===== src/hdl/vzr_div.sv =====
// pipelined restoring divider, one quotient bit per stage, with sideband
module vzr_div #(
  parameter int unsigned NUM_BITS = 32,
  parameter int unsigned DEN_BITS = 16,
  parameter int unsigned SB_BITS  = 8
) (
  input  logic                clk_i,
  input  logic                rst_ni,
  input  logic                en_i,
  input  logic                valid_i,
  input  logic [NUM_BITS-1:0] num_i,
  input  logic [DEN_BITS-1:0] den_i,
  input  logic [SB_BITS-1:0]  sb_i,
  output logic                valid_o,
  output logic [NUM_BITS-1:0] quo_o,
  output logic [SB_BITS-1:0]  sb_o
);
  localparam int unsigned RemBits = DEN_BITS + 1;

  logic [NUM_BITS:1]               vld_q;
  logic [NUM_BITS-1:0]             num_q [1:NUM_BITS];
  logic [RemBits-1:0]              rem_q [1:NUM_BITS];
  logic [DEN_BITS-1:0]             den_q [1:NUM_BITS];
  logic [SB_BITS-1:0]              sb_q  [1:NUM_BITS];

  // one stage per quotient bit, numerator shifts out msb first
  for (genvar s = 0; s < NUM_BITS; s++) begin : g_stage
    logic                vld_s;
    logic [NUM_BITS-1:0] num_s;
    logic [RemBits-1:0]  rem_s;
    logic [DEN_BITS-1:0] den_s;
    logic [SB_BITS-1:0]  sb_s;
    logic [RemBits:0]  trial;
    logic [RemBits-1:0] rem_d;
    logic [NUM_BITS-1:0] num_d;

    // first stage takes the ports, later ones the previous stage
    if (s == 0) begin : g_first
      assign vld_s = valid_i;
      assign num_s = num_i;
      assign rem_s = '0;
      assign den_s = den_i;
      assign sb_s  = sb_i;
    end else begin : g_next
      assign vld_s = vld_q[s];
      assign num_s = num_q[s];
      assign rem_s = rem_q[s];
      assign den_s = den_q[s];
      assign sb_s  = sb_q[s];
    end

    always_comb begin
      trial = {rem_s, num_s[NUM_BITS-1]};
      if (trial >= {2'b00, den_s}) begin
        rem_d = RemBits'(trial - {2'b00, den_s});
        num_d = {num_s[NUM_BITS-2:0], 1'b1};
      end else begin
        rem_d = RemBits'(trial);
        num_d = {num_s[NUM_BITS-2:0], 1'b0};
      end
    end
    always_ff @(posedge clk_i or negedge rst_ni) begin
      if (!rst_ni) begin
        vld_q[s+1] <= 1'b0;
      end else if (en_i) begin
        vld_q[s+1] <= vld_s;
      end
    end
    always_ff @(posedge clk_i) begin
      if (en_i) begin
        num_q[s+1] <= num_d;
        rem_q[s+1] <= rem_d;
        den_q[s+1] <= den_s;
        sb_q[s+1]  <= sb_s;
      end
    end
  end

  assign valid_o = vld_q[NUM_BITS];
  assign quo_o   = num_q[NUM_BITS];
  assign sb_o    = sb_q[NUM_BITS];
endmodule


===== config.mk =====
export PLATFORM = sky130hd
export DESIGN_NAME = vzr_div
export DESIGN_NICKNAME = d
export VERILOG_FILES = /design/src/hdl/vzr_div.sv
export SDC_FILE = /design/constraint.sdc
export NUM_CORES = 2
export LEC_CHECK = 0
export BUFFER_PORTS_ARGS = -buffer_cell sky130_fd_sc_hd__buf_2
export CELL_PAD_IN_SITES_DETAIL_PLACEMENT = 0
export CELL_PAD_IN_SITES_GLOBAL_PLACEMENT = 1
export CORE_ASPECT_RATIO = 1.4
export CORE_MARGIN = 3
export CORE_UTILIZATION = 40
export CTS_CLUSTER_SIZE = 20
export DETAILED_ROUTE_END_ITERATION = 10
export PLACE_DENSITY = 0.76
export SYNTH_ARGS = -nofsm -noshare
export SYNTH_HDL_FRONTEND = slang
export SYNTH_SLANG_ARGS = --single-unit

===== constraint.sdc =====
create_clock -name clk_i -period 2.99 [get_ports clk_i]
set_input_delay 0.4485 -clock clk_i [delete_from_list [all_inputs] [get_ports clk_i]]
set_output_delay 0.4485 -clock clk_i [all_outputs]
set_load 0.005 [all_outputs]

### Yosys cells after proc, flatten, opt, wreduce, memory -nomap -nowiden

Memory sizes are Yosys's and may differ from the RTL's.
Index checks and enable logic that the tools add are counted.

| storage, ports and cells | value |
|---|---|
| flip-flop bits (word level) | 32 |
| RAM bits | 2336 |
| input bits | 60 |
| word-level logic and storage cells | 166 |
| memories kept | 4 |

Memory list:

| memory | words | bits a word | read ports | clocked after Yosys merged registers in | wr ports | line | text |
|---|---|---|---|---|---|---|---|
| num_q | 32 | 32 | 32 | 0 | 32 | 21 | `logic [NUM_BITS-1:0] num_q [1:NUM_BITS];` |
| rem_q | 32 | 17 | 31 | 0 | 32 | 22 | `logic [RemBits-1:0] rem_q [1:NUM_BITS];` |
| den_q | 32 | 16 | 31 | 0 | 32 | 23 | `logic [DEN_BITS-1:0] den_q [1:NUM_BITS];` |
| sb_q | 32 | 8 | 32 | 0 | 32 | 24 | `logic [SB_BITS-1:0] sb_q [1:NUM_BITS];` |

| cells by class | value |
|---|---|
| add/sub/neg operators | 32 |
| order comparisons | 32 |
| mux-type cells | 66 |

Operators with widths:

| kind | count |
|---|---|
| greater-or-equal comparator 18 x 16 -> 1 bit | 31 |
| two-way mux 17 bit | 32 |
| subtractor 17 x 16 -> 17 bit | 31 |
| two-way mux 1 bit | 34 |
| subtractor 1 x 16 -> 17 bit | 1 |
| greater-or-equal comparator 1 x 16 -> 1 bit | 1 |

### Longest topological paths before layout

An unclocked memory read counts as a cell.

| logic depth | value |
|---|---|
| word-level depth | 3 |
| gate-level depth with buffers | 14 |
| gate-level depth less buffers | 12 |

### Worst setup path before layout

Ideal clock, no wire load.

| path | value |
|---|---|
| path kind | flip-flop to flip-flop |
| start | register, netlist name num_q[0][447] |
| end | register, netlist name rem_q[0][239] |
| library setup time | 0.260 ns |
| arrival | 2.790 ns |
| data required time | 2.730 ns |
| slack | -0.060 ns |
| cell stages (with the launch flop) | 13 |
| clock period less this slack | 3.050 ns |
| path through | edfxtp_1 > inv_1 > ha_1 > inv_1 > fa_1 > a21oi_2 > o21ai_2 > a2111oi_4 > o31ai_1 > or3_1 > a21oi_2 > buf_4 > mux2_2 |

==> summary.txt <==
Post-synth top flop -> edfxtp_1
fin crit share -> 1.033
Placed Area -> 0.1075 mm2
max cap viols -> 0
Mapped Area -> 0.09985 mm2
number of global-route vias before repair -> 56860
Syn Inst Count -> 6936
setup slack after layout -> -99.29 ps
share of cells above drive strength 1 -> 0.1676
pre-CTS setup slack -> -288.0 ps
WP data required -> 3630 ps
final setup fails -> 20
Vias -> 55650
clk_lat worst skew -> 890 ps
Initial Utilization -> 0.4029
failing checks -> negative setup slack
power share of the clock group -> 0.252
Worst setup SP type -> flop
clock-pin transition on the worst setup and hold timing paths -> 70 ps
Final ANT Viol Nets -> 0
post-synth top area share -> 0.6926
Yosys reg bits -> 2335
GP Congestion -> 0.9022
mux cell area share after synthesis -> 0.01541
CTS H-tree lvls -> 4
# nets final -> 8292
syn_nets -> 7524
largest family of logic cells by synthesized area -> compound AO/OA/AOI/OAI gates
final slew viol count -> 0
fin cells -> 11160
leakage -> 45.31 nW
RSZ-0062 raised after global routing -> true
maximum clock rate -> 0.3237 GHz
Hold Path Class -> input pin to flop
Design Area, Final -> 0.1181 mm2
Die Wd -> 428.3 um
NetSw -> 36.28 mW
Worst Tran Pin Value -> 707.9 ps
sequential share of power -> 0.411
first-pass GRT wire length -> 303800 um
post-synth top area cell -> edfxtp_1
drt drc -> 0
total track usage -> 0.1488
xor/xnor share of the synthesized area -> 0.03202
Worst Path Arrival -> 3730 ps
R2R setup slack -> -100 ps
I/O pins -> 101
final core occ -> 0.4767
DRT iter0 DRCs -> 3528
Clock Tree Root -> clkbuf_16
Adder-Cell Fraction of Synth Area -> 0.06842
CP Class -> flop to flop
largest net degree at the start of global routing -> 99
crit path time final -> 3089 ps
Clock Sinks -> 2335
Avg Cell Area, Syn -> 14.40 um2
asr flop ratio synth -> 0.01370
Int Power -> 79.62 mW
drt pass-1 iters -> 5
P&R area growth vs syn -> 18.31%
maximum clock path buffer count -> 4
dpl cells -> 10580
area of the core -> 0.2478 mm2
top cells by instance count after synthesis -> 2303 x edfxtp_1, 662 x inv_1, 498 x ha_1
Ys Warns -> 0
Crit. End Element -> flop
Synth Area in Compound Gates -> 0.09470
Clock Skew -> 82.40 ps
most frequent cell after synthesis -> edfxtp_1
routed vias/inst -> 4.986
top post-synthesis cells by area -> edfxtp_1 69%, ha_1 6.2%, inv_1 2.5%, o21ai_0 2.3%, a21oi_1 2.0%
TNS Setup -> -948.8 ps
grt ovf -> 0
CTS tree -> done
fill cell count -> 21220
Post-synth EDFFs -> 2303
register area share after synthesis -> 0.7006
status -> finished with violations
Hold Fails Final Rpt -> 0
maximum vdd ir drop -> 590.8 uV
Detailed Place HPWL -> 138900 um
drt total wl -> 195100 um
full die area -> 0.2557 mm2
Synth cell types -> 78
worst relative slew slack -> 0.5281
Power Dens Cells -> 981.1 mW/mm2
Avg WL per Cell -> 17.48 um
Core Rows -> 216
# port buffers -> 100
Sw Share -> 0.3130
antenna violations before repair -> 3
TritonCTS Buffers -> 232
Post-Synth Simple-Gate Area -> 0.05917
Gate power share -> 0.337
crit-path max FO -> 6
die height -> 597.2 um
[registers in the layout (all words and copies together), names as in the netlist]
signal	flops
rem_q	527
num_q	1024
valid_o	1
g_stage.vld_s	31
sb_q	256
den_q	496
[layer usage]
metal,track usage,vias to the layer above,part of all wire
met4,0.07807,0,0.057
met5,0,-,0
met3,0.02188,477,0.035
met1,0.1618,26850,0.38
met2,0.2786,975,0.53
li1,-,27350,-
[layout make-up]
cell class / count / area, um2 / share of cell area
Clock inverter: 152 / 1577 / 0.01335
Sequential cell: 2335 / 69960 / 0.5922
Inverter: 664 / 2495 / 0.02112
Clock buffer: 267 / 6105 / 0.05168
Multi-Input combinational cell: 3835 / 28100 / 0.2379
Tap cell: 3270 / 4091 / 0.03463
Timing Repair Buffer: 636 / 5803 / 0.04912
Antenna cell: 2 / 5.005 / 0.00004237
[power groups by stage]
| stage | Sequential (mW) | Combinational [mW] | Clock, mW |
|---|---|---|---|
| 2_1_floorplan | 46.3 | 25.3 | 0 |
| 3_3_place_gp | 48.3 | 34.5 | 0 |
| 3_5_place_dp | 48.3 | 35.1 | 0 |
| 4_1_cts | 47.7 | 35.8 | 30.3 |
| 5_1_grt | 48.1 | 43.4 | 31.6 |
| 6_report | 47.6 | 39.0 | 29.2 |
[worst paths after layout]
kind | startpoint | to | cells after the start
min | en_i | sb_q[1][26]$_DFFE_PP_ | 1
max in group asynchronous | rst_ni | g_stage[4].vld_s$_DFFE_PN0P_ | 2
min reg2reg | num_q[0][418]$_DFFE_PP_ | num_q[0][451]$_DFFE_PP_ | 0
max reg2reg | num_q[0][95]$_DFFE_PP_ | rem_q[0][52]$_DFFE_PP_ | 12
max | num_q[0][95]$_DFFE_PP_ | rem_q[0][52]$_DFFE_PP_ | 12
min in group asynchronous | rst_ni | g_stage[28].vld_s$_DFFE_PN0P_ | 2
[cell families (layout without fill, tap and decap cells)]
family / count (synthesis) / in the layout
mux: 136 / 136
simple gates: 1288 / 1288
flops: 2335 / 2335
other cells: 0 / 2
xor+xnor: 365 / 365
fa+ha+maj: 528 / 528
compound gates: 1516 / 1518
buf+inv: 768 / 1719
[stage by stage]
stage | total power, mW | hold slack (ps)
floorplan | 71.62 | 152.9
global placement | 82.74 | 400.3
detailed placement | 83.33 | 404.5
CTS | 113.8 | 82.86
global route | 123.2 | 107.3
finish | 115.9 | 184.8
[cells in the final DEF, fill, tap and decap left out, types with 61 or more instances in the layout]
cell,n
a21o_1,202
a21oi_1,375
buf_2,101
buf_4,354
clkbuf_16,248
edfxtp_1,2303
ha_1,478
inv_1,643
mux2_2,97
nand2_1,462
nand3_1,82
nor2_1,301
nor3_1,110
o21ai_0,393
o21bai_1,61
xnor2_1,207
xor2_1,157
[critical path, cell delays in order, from the launching register on]
cell and delay [ps]:
edfxtp_1 390, inv_1 80, ha_2 180, inv_2 40
fa_2 340, a21oi_2 170, o21ai_2 110, a2111oi_4 390
o31ai_2 120, or3_4 390, a21oi_4 180, buf_6 160
mux2_4 290
[what timing repair did]
item,in CTS,in global routing
pin swaps,27,143
setup buffers,18,70
hold endpoints to repair,90,0
cloned,1,19
hold buffers,58,0
endpoints found under the setup margin,155,374
gates resized for setup,71,349
(Power assumes the default switching activity.)
